**src/design/rpfm_pkg.sv**
```systemverilog
// shared constants and types for the rolling power fourth-mean block
`timescale 1ns / 1ps

package rpfm_pkg;

   // defaults for the top-level parameters
   localparam int MAX_WINDOW_DEF = 256;
   localparam int POWER_BITS_DEF = 12;

   // fixed field widths
   localparam int SAMPLE_W    = 13;
   localparam int CFG_W       = 9;
   localparam int CSR_IDX_W   = 2;
   localparam int OUT_W       = 16;
   localparam int TOTAL_W     = 64;
   localparam int ACOUNT_W    = 32;
   localparam int VCNT_W      = CFG_W + 1;
   localparam int ROOT_SQ_W   = 2 * OUT_W;
   localparam int ROOT_BIT_W  = $clog2(OUT_W);
   localparam int DCNT_W      = $clog2(TOTAL_W + 1);
   localparam int FRAC_SHIFT  = 4 * 4;

   // register map
   localparam logic [CSR_IDX_W-1:0] CSR_WINDOW_LEN = CSR_IDX_W'(0);
   localparam logic [CSR_IDX_W-1:0] CSR_WARMUP     = CSR_IDX_W'(1);

   // register reset values
   localparam logic [CFG_W-1:0] WINDOW_LEN_RESET = CFG_W'(25);
   localparam logic [CFG_W-1:0] WARMUP_RESET     = CFG_W'(25);

endpackage

```
**src/design/rolling_power_fourth_mean.sv**
```systemverilog
// top level: rolling power average, fourth-power mean and fourth root
`timescale 1ns / 1ps

// Takes one power sample per item and returns a result only on the item that
// carries end_of_ride. A valid sample is read from and written to the window;
// once past warmup it forms a rounded window average in SUM_W+1 divider steps,
// and the shift-add multiplier squares the average and then squares the
// square, stopping when the multiplier operand runs out of set bits. The end
// of a ride adds 64 divider steps for the mean and 16 root trials, each a
// square, a fourth power and a compare. All of this work is done in one
// bit-per-cycle restoring divider and one bit-per-cycle shift-add multiplier
// under a small sequencer; req_ready is low while they run. A finished result
// waits in an output register while the next item is taken. Window entries
// are tracked by a fill count, so there is no clearing pass after reset or at
// the end of a ride.
module rolling_power_fourth_mean
   import rpfm_pkg::*;
#(
   parameter int MAX_WINDOW = MAX_WINDOW_DEF,
   parameter int POWER_BITS = POWER_BITS_DEF
) (
   input  logic                   clock,
   input  logic                   reset,
   input  logic                   req_valid,
   output logic                   req_ready,
   input  logic [SAMPLE_W-1:0]    req_sample_power,
   input  logic                   req_end_of_ride,
   output logic                   rsp_valid,
   input  logic                   rsp_ready,
   output logic [OUT_W-1:0]       rsp_weighted_power,
   output logic                   rsp_no_average,
   output logic                   rsp_sum_saturated,
   input  logic                   csr_valid,
   output logic                   csr_ready,
   input  logic [CSR_IDX_W-1:0]   csr_index,
   input  logic [CFG_W-1:0]       csr_wdata
);

   localparam int IDX_W     = (MAX_WINDOW > 1) ? $clog2(MAX_WINDOW) : 1;
   localparam int FILL_W    = $clog2(MAX_WINDOW + 1);
   localparam int SUM_W     = POWER_BITS + $clog2(MAX_WINDOW);
   localparam int NUM_W     = SUM_W + 1;
   localparam int MB_W      = (2 * SUM_W > ROOT_SQ_W) ? 2 * SUM_W : ROOT_SQ_W;
   localparam int POWER_MAX = (1 << POWER_BITS) - 1;

   typedef enum logic [12:0] {
      S_IDLE     = 13'b0000000000001,
      S_READ     = 13'b0000000000010,
      S_PREP     = 13'b0000000000100,
      S_DIV_AVG  = 13'b0000000001000,
      S_MUL_SQ   = 13'b0000000010000,
      S_MUL_P4   = 13'b0000000100000,
      S_ACCUM    = 13'b0000001000000,
      S_FINISH   = 13'b0000010000000,
      S_DIV_MEAN = 13'b0000100000000,
      S_ROOT_SQ  = 13'b0001000000000,
      S_ROOT_P4  = 13'b0010000000000,
      S_ROOT_CMP = 13'b0100000000000,
      S_EMIT     = 13'b1000000000000
   } state_type;

   state_type state_ff, state_in;

   logic [CFG_W-1:0]      window_len_ff, window_len_in;
   logic [CFG_W-1:0]      warmup_ff, warmup_in;

   logic [POWER_BITS-1:0] sample_ff, sample_in;
   logic                  last_ff, last_in;
   logic [POWER_BITS-1:0] window_mem [MAX_WINDOW];
   logic [POWER_BITS-1:0] rd_data_ff;
   logic                  mem_re, mem_we;

   logic [IDX_W-1:0]      write_idx_ff, write_idx_in;
   logic [FILL_W-1:0]     fill_ff, fill_in;
   logic [SUM_W-1:0]      sum_ff, sum_in;
   logic [VCNT_W-1:0]     vcnt_ff, vcnt_in;
   logic [TOTAL_W-1:0]    total_ff, total_in;
   logic [ACOUNT_W-1:0]   acount_ff, acount_in;
   logic                  sat_ff, sat_in;

   // shared divider
   logic [TOTAL_W-1:0]    num_ff, num_in;
   logic [ACOUNT_W-1:0]   rem_ff, rem_in;
   logic [ACOUNT_W-1:0]   divisor_ff, divisor_in;
   logic [DCNT_W-1:0]     dcnt_ff, dcnt_in;

   // shared multiplier
   logic [TOTAL_W-1:0]    mcand_ff, mcand_in;
   logic [MB_W-1:0]       mplier_ff, mplier_in;
   logic [TOTAL_W-1:0]    acc_ff, acc_in;

   // root search
   logic [OUT_W-1:0]      root_ff, root_in;
   logic [ROOT_BIT_W-1:0] bit_ff, bit_in;
   logic                  noavg_ff, noavg_in;

   logic                  rsp_valid_ff, rsp_valid_in;
   logic [OUT_W-1:0]      rsp_weight_ff, rsp_weight_in;
   logic                  rsp_noavg_ff, rsp_noavg_in;
   logic                  rsp_sat_ff, rsp_sat_in;

   // combinational helpers
   logic [CFG_W-1:0]      eff_len;
   logic [POWER_BITS-1:0] clip_sample;
   logic [POWER_BITS-1:0] old_val;
   logic [SUM_W-1:0]      sum_next;
   logic [VCNT_W-1:0]     vcnt_next;
   logic [ACOUNT_W:0]     div_trial;
   logic                  div_ge;
   logic [TOTAL_W:0]      total_sum;
   logic                  root_fits;
   logic [OUT_W-1:0]      root_next;
   logic [OUT_W-1:0]      trial_val;
   logic                  req_fire;
   logic                  out_free;

   assign req_ready          = (state_ff == S_IDLE);
   assign csr_ready          = 1'b1;
   assign rsp_valid          = rsp_valid_ff;
   assign rsp_weighted_power = rsp_weight_ff;
   assign rsp_no_average     = rsp_noavg_ff;
   assign rsp_sum_saturated  = rsp_sat_ff;

   assign req_fire = req_valid && req_ready;
   assign out_free = !rsp_valid_ff || rsp_ready;

   // window length as used: zero acts as one, clipped to the store depth
   always_comb begin
      if (window_len_ff == '0) begin
         eff_len = CFG_W'(1);
      end else if (32'(window_len_ff) > MAX_WINDOW) begin
         eff_len = CFG_W'(MAX_WINDOW);
      end else begin
         eff_len = window_len_ff;
      end
   end

   always_comb begin
      if (32'(req_sample_power[SAMPLE_W-2:0]) > POWER_MAX) begin
         clip_sample = POWER_BITS'(POWER_MAX);
      end else begin
         clip_sample = POWER_BITS'(req_sample_power[SAMPLE_W-2:0]);
      end
   end

   // entries at or beyond the fill count were not written this ride
   assign old_val   = (32'(write_idx_ff) < 32'(fill_ff)) ? rd_data_ff : '0;
   assign sum_next  = sum_ff - SUM_W'(old_val) + SUM_W'(sample_ff);
   assign vcnt_next = (vcnt_ff == '1) ? vcnt_ff : vcnt_ff + VCNT_W'(1);

   assign div_trial = {rem_ff, num_ff[TOTAL_W-1]};
   assign div_ge    = div_trial >= {1'b0, divisor_ff};

   assign total_sum = {1'b0, total_ff} + {1'b0, acc_ff};

   assign root_fits = TOTAL_W'(acc_ff[TOTAL_W-1:FRAC_SHIFT]) <= num_ff;
   assign root_next = root_fits ? (root_ff | (OUT_W'(1) << bit_ff)) : root_ff;
   assign trial_val = root_next | (OUT_W'(1) << (bit_ff - ROOT_BIT_W'(1)));

   always_comb begin
      state_in       = state_ff;
      window_len_in  = window_len_ff;
      warmup_in      = warmup_ff;
      sample_in      = sample_ff;
      last_in        = last_ff;
      mem_re         = 1'b0;
      mem_we         = 1'b0;
      write_idx_in   = write_idx_ff;
      fill_in        = fill_ff;
      sum_in         = sum_ff;
      vcnt_in        = vcnt_ff;
      total_in       = total_ff;
      acount_in      = acount_ff;
      sat_in         = sat_ff;
      num_in         = num_ff;
      rem_in         = rem_ff;
      divisor_in     = divisor_ff;
      dcnt_in        = dcnt_ff;
      mcand_in       = mcand_ff;
      mplier_in      = mplier_ff;
      acc_in         = acc_ff;
      root_in        = root_ff;
      bit_in         = bit_ff;
      noavg_in       = noavg_ff;
      rsp_valid_in   = rsp_valid_ff && !rsp_ready;
      rsp_weight_in  = rsp_weight_ff;
      rsp_noavg_in   = rsp_noavg_ff;
      rsp_sat_in     = rsp_sat_ff;

      if (csr_valid && csr_ready) begin
         case (csr_index)
            CSR_WINDOW_LEN: window_len_in = csr_wdata;
            CSR_WARMUP:     warmup_in = csr_wdata;
            default: ;
         endcase
      end

      // one divider step per cycle while the count runs
      if ((state_ff == S_DIV_AVG || state_ff == S_DIV_MEAN) && dcnt_ff != '0) begin
         rem_in  = div_ge ? ACOUNT_W'(div_trial - {1'b0, divisor_ff})
                          : div_trial[ACOUNT_W-1:0];
         num_in  = {num_ff[TOTAL_W-2:0], div_ge};
         dcnt_in = dcnt_ff - DCNT_W'(1);
      end

      // one multiplier bit per cycle until the multiplier runs out
      if ((state_ff == S_MUL_SQ || state_ff == S_MUL_P4 ||
           state_ff == S_ROOT_SQ || state_ff == S_ROOT_P4) && mplier_ff != '0) begin
         if (mplier_ff[0]) begin
            acc_in = acc_ff + mcand_ff;
         end
         mcand_in  = mcand_ff << 1;
         mplier_in = mplier_ff >> 1;
      end

      case (state_ff)
         S_IDLE: begin
            if (req_fire) begin
               sample_in = clip_sample;
               last_in   = req_end_of_ride;
               if (!req_sample_power[SAMPLE_W-1]) begin
                  mem_re   = 1'b1;
                  state_in = S_READ;
               end else if (req_end_of_ride) begin
                  state_in = S_FINISH;
               end
            end
         end
         S_READ: begin
            mem_we  = 1'b1;
            sum_in  = sum_next;
            vcnt_in = vcnt_next;
            if (32'(write_idx_ff) == 32'(fill_ff)) begin
               fill_in = fill_ff + FILL_W'(1);
            end
            if (32'(write_idx_ff) + 1 >= 32'(eff_len)) begin
               write_idx_in = '0;
            end else begin
               write_idx_in = write_idx_ff + IDX_W'(1);
            end
            if (32'(vcnt_next) > 32'(warmup_ff)) begin
               state_in = S_PREP;
            end else if (last_ff) begin
               state_in = S_FINISH;
            end else begin
               state_in = S_IDLE;
            end
         end
         S_PREP: begin
            // rounded average: (sum + len/2) / len, numerator aligned to the top
            num_in     = (TOTAL_W'(sum_ff) + TOTAL_W'(eff_len >> 1)) << (TOTAL_W - NUM_W);
            rem_in     = '0;
            divisor_in = ACOUNT_W'(eff_len);
            dcnt_in    = DCNT_W'(NUM_W);
            state_in   = S_DIV_AVG;
         end
         S_DIV_AVG: begin
            if (dcnt_ff == '0) begin
               mcand_in  = TOTAL_W'(num_ff[SUM_W-1:0]);
               mplier_in = MB_W'(num_ff[SUM_W-1:0]);
               acc_in    = '0;
               state_in  = S_MUL_SQ;
            end
         end
         S_MUL_SQ: begin
            if (mplier_ff == '0) begin
               mcand_in  = acc_ff;
               mplier_in = MB_W'(acc_ff);
               acc_in    = '0;
               state_in  = S_MUL_P4;
            end
         end
         S_MUL_P4: begin
            if (mplier_ff == '0) begin
               state_in = S_ACCUM;
            end
         end
         S_ACCUM: begin
            if (total_sum[TOTAL_W]) begin
               total_in = '1;
               sat_in   = 1'b1;
            end else begin
               total_in = total_sum[TOTAL_W-1:0];
            end
            if (acount_ff != '1) begin
               acount_in = acount_ff + ACOUNT_W'(1);
            end
            state_in = last_ff ? S_FINISH : S_IDLE;
         end
         S_FINISH: begin
            if (acount_ff == '0) begin
               root_in  = '0;
               noavg_in = 1'b1;
               state_in = S_EMIT;
            end else begin
               num_in     = total_ff;
               rem_in     = '0;
               divisor_in = acount_ff;
               dcnt_in    = DCNT_W'(TOTAL_W);
               state_in   = S_DIV_MEAN;
            end
         end
         S_DIV_MEAN: begin
            if (dcnt_ff == '0) begin
               root_in   = '0;
               noavg_in  = 1'b0;
               bit_in    = ROOT_BIT_W'(OUT_W - 1);
               mcand_in  = TOTAL_W'(OUT_W'(1) << (OUT_W - 1));
               mplier_in = MB_W'(OUT_W'(1) << (OUT_W - 1));
               acc_in    = '0;
               state_in  = S_ROOT_SQ;
            end
         end
         S_ROOT_SQ: begin
            if (mplier_ff == '0) begin
               mcand_in  = acc_ff;
               mplier_in = MB_W'(acc_ff[ROOT_SQ_W-1:0]);
               acc_in    = '0;
               state_in  = S_ROOT_P4;
            end
         end
         S_ROOT_P4: begin
            if (mplier_ff == '0) begin
               state_in = S_ROOT_CMP;
            end
         end
         S_ROOT_CMP: begin
            root_in = root_next;
            if (bit_ff == '0) begin
               state_in = S_EMIT;
            end else begin
               bit_in    = bit_ff - ROOT_BIT_W'(1);
               mcand_in  = TOTAL_W'(trial_val);
               mplier_in = MB_W'(trial_val);
               acc_in    = '0;
               state_in  = S_ROOT_SQ;
            end
         end
         S_EMIT: begin
            if (out_free) begin
               rsp_valid_in  = 1'b1;
               rsp_weight_in = root_ff;
               rsp_noavg_in  = noavg_ff;
               rsp_sat_in    = sat_ff;
               // ride state clears for the next ride
               write_idx_in  = '0;
               fill_in       = '0;
               sum_in        = '0;
               vcnt_in       = '0;
               total_in      = '0;
               acount_in     = '0;
               sat_in        = 1'b0;
               state_in      = S_IDLE;
            end
         end
         default: begin
            state_in = S_IDLE;
         end
      endcase
   end

   always_ff @(posedge clock) begin
      if (mem_we) begin
         window_mem[write_idx_ff] <= sample_ff;
      end
      if (mem_re) begin
         rd_data_ff <= window_mem[write_idx_ff];
      end
   end

   always_ff @(posedge clock) begin
      if (reset) begin
         state_ff      <= S_IDLE;
         window_len_ff <= WINDOW_LEN_RESET;
         warmup_ff     <= WARMUP_RESET;
         write_idx_ff  <= '0;
         fill_ff       <= '0;
         sum_ff        <= '0;
         vcnt_ff       <= '0;
         total_ff      <= '0;
         acount_ff     <= '0;
         sat_ff        <= 1'b0;
         rsp_valid_ff  <= 1'b0;
      end else begin
         state_ff      <= state_in;
         window_len_ff <= window_len_in;
         warmup_ff     <= warmup_in;
         write_idx_ff  <= write_idx_in;
         fill_ff       <= fill_in;
         sum_ff        <= sum_in;
         vcnt_ff       <= vcnt_in;
         total_ff      <= total_in;
         acount_ff     <= acount_in;
         sat_ff        <= sat_in;
         rsp_valid_ff  <= rsp_valid_in;
      end
   end

   always_ff @(posedge clock) begin
      sample_ff     <= sample_in;
      last_ff       <= last_in;
      num_ff        <= num_in;
      rem_ff        <= rem_in;
      divisor_ff    <= divisor_in;
      dcnt_ff       <= dcnt_in;
      mcand_ff      <= mcand_in;
      mplier_ff     <= mplier_in;
      acc_ff        <= acc_in;
      root_ff       <= root_in;
      bit_ff        <= bit_in;
      noavg_ff      <= noavg_in;
      rsp_weight_ff <= rsp_weight_in;
      rsp_noavg_ff  <= rsp_noavg_in;
      rsp_sat_ff    <= rsp_sat_in;
   end

endmodule

```
**config.mk**
```make
export PLATFORM = sky130hd
export DESIGN_NAME = rolling_power_fourth_mean
export DESIGN_NICKNAME = d
export VERILOG_FILES = /design/src/design/rpfm_pkg.sv /design/src/design/rolling_power_fourth_mean.sv
export SDC_FILE = /design/constraint.sdc
export NUM_CORES = 2
export LEC_CHECK = 0
export ABC_CLOCK_PERIOD_IN_PS = 6720
export BUFFER_PORTS_ARGS = -buffer_cell sky130_fd_sc_hd__buf_2
export CAP_MARGIN = 30
export CORE_UTILIZATION = 24
export CTS_CLUSTER_DIAMETER = 120
export DETAILED_ROUTE_END_ITERATION = 7
export GPL_TIMING_DRIVEN = 0
export PLACE_DENSITY = 0.43
export REMOVE_ABC_BUFFERS = 1
export SKIP_CTS_REPAIR_TIMING = 1
export SYNTH_ARGS = -nofsm -noshare
export SYNTH_HDL_FRONTEND = slang
export SYNTH_SLANG_ARGS = --single-unit
export TNS_END_PERCENT = 30
```
**constraint.sdc**
```tcl
create_clock -name clock -period 6.72 [get_ports clock]
set_input_delay 1.344 -clock clock [delete_from_list [all_inputs] [get_ports clock]]
set_output_delay 1.344 -clock clock [all_outputs]
set_load 0.01 [all_outputs]
```
==> impl_metrics.env <==
export IMPL_drc_errors=0
export IMPL_path_buf_inv=1
export IMPL_sw_frac_of_total_pct=22.83
export IMPL_cpPeakStageDelay_ps=760
export IMPL_rsz0062_at_grt="no"
export IMPL_initial_core_util_pct=24.14
export IMPL_gr_total_overflow=0
export IMPL_worstReg2RegEnd="sum_ff[18]$_SDFFE_PP0P_"
export IMPL_peakVddDrop_uv=203.3
export IMPL_switchingPower_mw=11.68
export IMPL_numPortBuffers=49
export IMPL_relSlewSlack_pct=26.33
export IMPL_powerDensity_nw_per_um2=277.4
export IMPL_h_tree_depth=5
export IMPL_crit_path_start_kind="register"
export IMPL_power_mw=51.17
export IMPL_cellInternalPower_mw=39.49
export IMPL_core_area_um2=637500
export IMPL_fp_dieH_um=802.7
export IMPL_fin_tns_setup_ps=0
export IMPL_startpoint="write_idx_ff[1]$_SDFFE_PP0P_"
export IMPL_leakagePower_nw=58.85
export IMPL_clkLatencyLatePin_ps=1010
export IMPL_cts_root_buf="clkbuf_16"
export IMPL_yosysTopAreaCell="edfxtp_1"
export IMPL_seq_power_share_pct=49.8
export IMPL_synth_edf_count=3168
export IMPL_cp_slowest_cell="dfxtp_4"
export IMPL_drt_total_wl_um=445100
export IMPL_num_rows=293
export IMPL_critical_path_top_delay_family="compound AO/OA/AOI/OAI gates"
export IMPL_grt_usage_pct=13.38
export IMPL_r2r_cells=27
export IMPL_hold_viol=0
export IMPL_grt_pass1_wl_um=642400
export IMPL_clockBufferDepth=4
export IMPL_synthFlopType="edfxtp_1"
export IMPL_netlist_area_um2=153900
export IMPL_cap_violations=0
export IMPL_hold_path_end="rsp_sum_saturated$_DFFE_PP_"
export IMPL_tightest_slew_ps=1103
export IMPL_hold_path_class="register to register"
export IMPL_power_frac_comb_pct=8.0
export IMPL_grt_max_degree=84
export IMPL_setup_violations=0
export IMPL_drtIter0Drc=7494
export IMPL_hpwl_um=308800
export IMPL_critPathKind="register to register"
export IMPL_grt_pass1_vias=88612
export IMPL_area_growth_pct=19.86
export IMPL_period_share_pct=89.61
export IMPL_antenna_left=0
export IMPL_min_delay_start="sat_ff$_SDFFE_PP0P_"
export IMPL_nets=10112
export IMPL_crit_fanout=23
export IMPL_async_flop_share_pct=0
export IMPL_ys_ff_latch=3615
export IMPL_rr_startpoint="write_idx_ff[1]$_SDFFE_PP0P_"
export IMPL_ioPinCount=51
export IMPL_cts_buffers=397
export IMPL_vias_per_cell=4.669
export IMPL_first_pass_iters=6
export IMPL_cp_required_ps=7600
export IMPL_synth_most_common_cell="edfxtp_1"
export IMPL_clock_skew_ps=99.37
export IMPL_outcome="finished, final reports clean"
export IMPL_synth_seq_area_share_pct=67.64
export IMPL_finalMaxSlewViolations=0
export IMPL_wl_per_cell_um=24.04
export IMPL_drive_gt1_share_pct=22.09
export IMPL_arrival_ps=6900
export IMPL_synth_cell_types=97
export IMPL_syn_inst=9360
export IMPL_antenna_found_initial=27
export IMPL_die_x_um=802.7
export IMPL_hold_ws_ps=442.0
export IMPL_fmax_mhz=166.1
export IMPL_ys_top_cells_by_count="edfxtp_1 (3168), mux4_2 (969), nor2_1 (671)"
export IMPL_place_ws_ps=347.2
export IMPL_clockPowerShare_pct=42.2
export IMPL_synth_warnings=0
export IMPL_num_vias=86452
export IMPL_cts_tree="built"
export IMPL_synth_top_area_share_pct=61.82
export IMPL_cts_sinks=3615
export IMPL_avgSynthCellArea_um2=16.44
export IMPL_fin_ws_ps=698.0
export IMPL_dieArea_um2=644400
export IMPL_r2r_setup_slack_ps=700
export IMPL_period_minus_slack_ps=6022
export IMPL_end_kind="register"
export IMPL_gp_congestion=0.8143
export IMPL_holdPathStages=0
export IMPL_clkTransAtPathRegs_ps=60
export IMPL_synth_area_leaders="edfxtp_1 (62%), mux4_2 (14%), dfxtp_1 (5.8%), ha_1 (2.3%), a21oi_1 (1.8%)"
==> cell families after synthesis <==
family	share of synthesized area (%)
AO/OA/AOI/OAI	5.872
XOR/XNOR	1.224
adder cells (fa/ha/maj)	2.509
buffers and inverters	2.006
flip-flops	67.64
multiplexers	15.11
other	0.002437
AND/OR/NAND/NOR	5.633
==> layout make-up <==
class	instances	area [µm²]
clock buffer	522	10650
multi-input combinational	4970	47220
tap	8407	10520
clock inverter	197	2062
timing repair buffer	556	8954
antenna	8	20.02
fill	62762	453100
sequential	3615	104100
inverter	243	912.1
==> power groups by stage <==
stage	logic, mW	clock network, mW	registers, mW
after floorplan	2.31	0	26.9
after detailed placement	4.13	0	26.0
after CTS	4.14	22.2	25.5
final	4.09	21.6	25.5
after global routing	4.42	22.9	25.5
after global placement	2.95	0	27.9
==> worst register-to-register path, stage by stage (launching register included) <==
cell,delay [ps]
dfxtp_4,760
ha_1,350
nor2b_1,130
o21ai_0,170
nand2b_1,80
a21oi_1,140
nor2_1,50
o21a_1,150
o21ai_0,160
nand2b_1,70
a21oi_1,140
or2_2,270
and2_1,180
ha_1,120
inv_1,40
ha_1,210
fa_1,460
a21o_1,170
a21o_1,200
a21oi_1,260
o31ai_1,190
a211oi_1,270
nor2_1,110
or4_1,450
a311oi_1,340
o21bai_1,150
xnor2_1,140
o31ai_1,170
==> placed cells by master (no fill, tap or decap), types with 85 or more instances in the layout <==
cell,n
a21o_1,103
a21oi_1,539
buf_16,191
buf_4,133
buf_6,108
clkbuf_1,106
clkbuf_16,402
dfxtp_1,439
edfxtp_1,3168
ha_1,283
inv_1,242
mux2i_1,114
mux4_2,969
nand2_1,515
nand3_1,123
nor2_1,621
nor2b_1,85
nor3_1,87
o21ai_0,296
xnor2_1,134
==> sequential cells by signal (all words and copies together), names as in the netlist, 10 cells and up <==
name,count
acc_ff,64
acount_ff,32
divisor_ff,32
mcand_ff,64
mplier_ff,40
num_ff,64
rd_data_ff,12
rem_ff,32
root_ff,16
rsp_weighted_power,16
sample_ff,12
state_ff,13
sum_ff,20
total_ff,64
vcnt_ff,10
window_mem,3072
==> per-layer routing <==
layer	vias to the layer above	wire length, µm	GRT usage, %
met5	-	13	0
met4	2	10280	2.922
met3	551	22580	1.924
met2	2220	212300	22.15
met1	45640	200000	18.63
li1	38039	-	-
==> how the worst max path moves through the flow <==
| stage | endpoint | slack, ps | depth (start not counted) |
|---|---|---|---|
| 3_5_place_dp | rd_data_ff[2]$_DFFE_PP_ | 350 | 12 |
| 4_1_cts | rd_data_ff[2]$_DFFE_PP_ | 290 | 12 |
| 3_3_place_gp | sum_ff[18]$_SDFFE_PP0P_ | -51960 | 28 |
| 2_1_floorplan | sum_ff[18]$_SDFFE_PP0P_ | -31860 | 28 |
| 6_report | sum_ff[18]$_SDFFE_PP0P_ | 700 | 27 |
| 5_1_grt | sum_ff[19]$_SDFFE_PP0P_ | 110 | 26 |
==> metrics by stage <==
stage	cell area, µm²	instances	util [%]
after detailed placement	171600	17784	26.91
after floorplan	151700	8828	-
final	184400	18518	28.93
after global placement	162500	17284	25.48
after CTS	184300	18503	28.90
after global routing	184400	18511	28.93
Power figures use the tool's default switching activity.
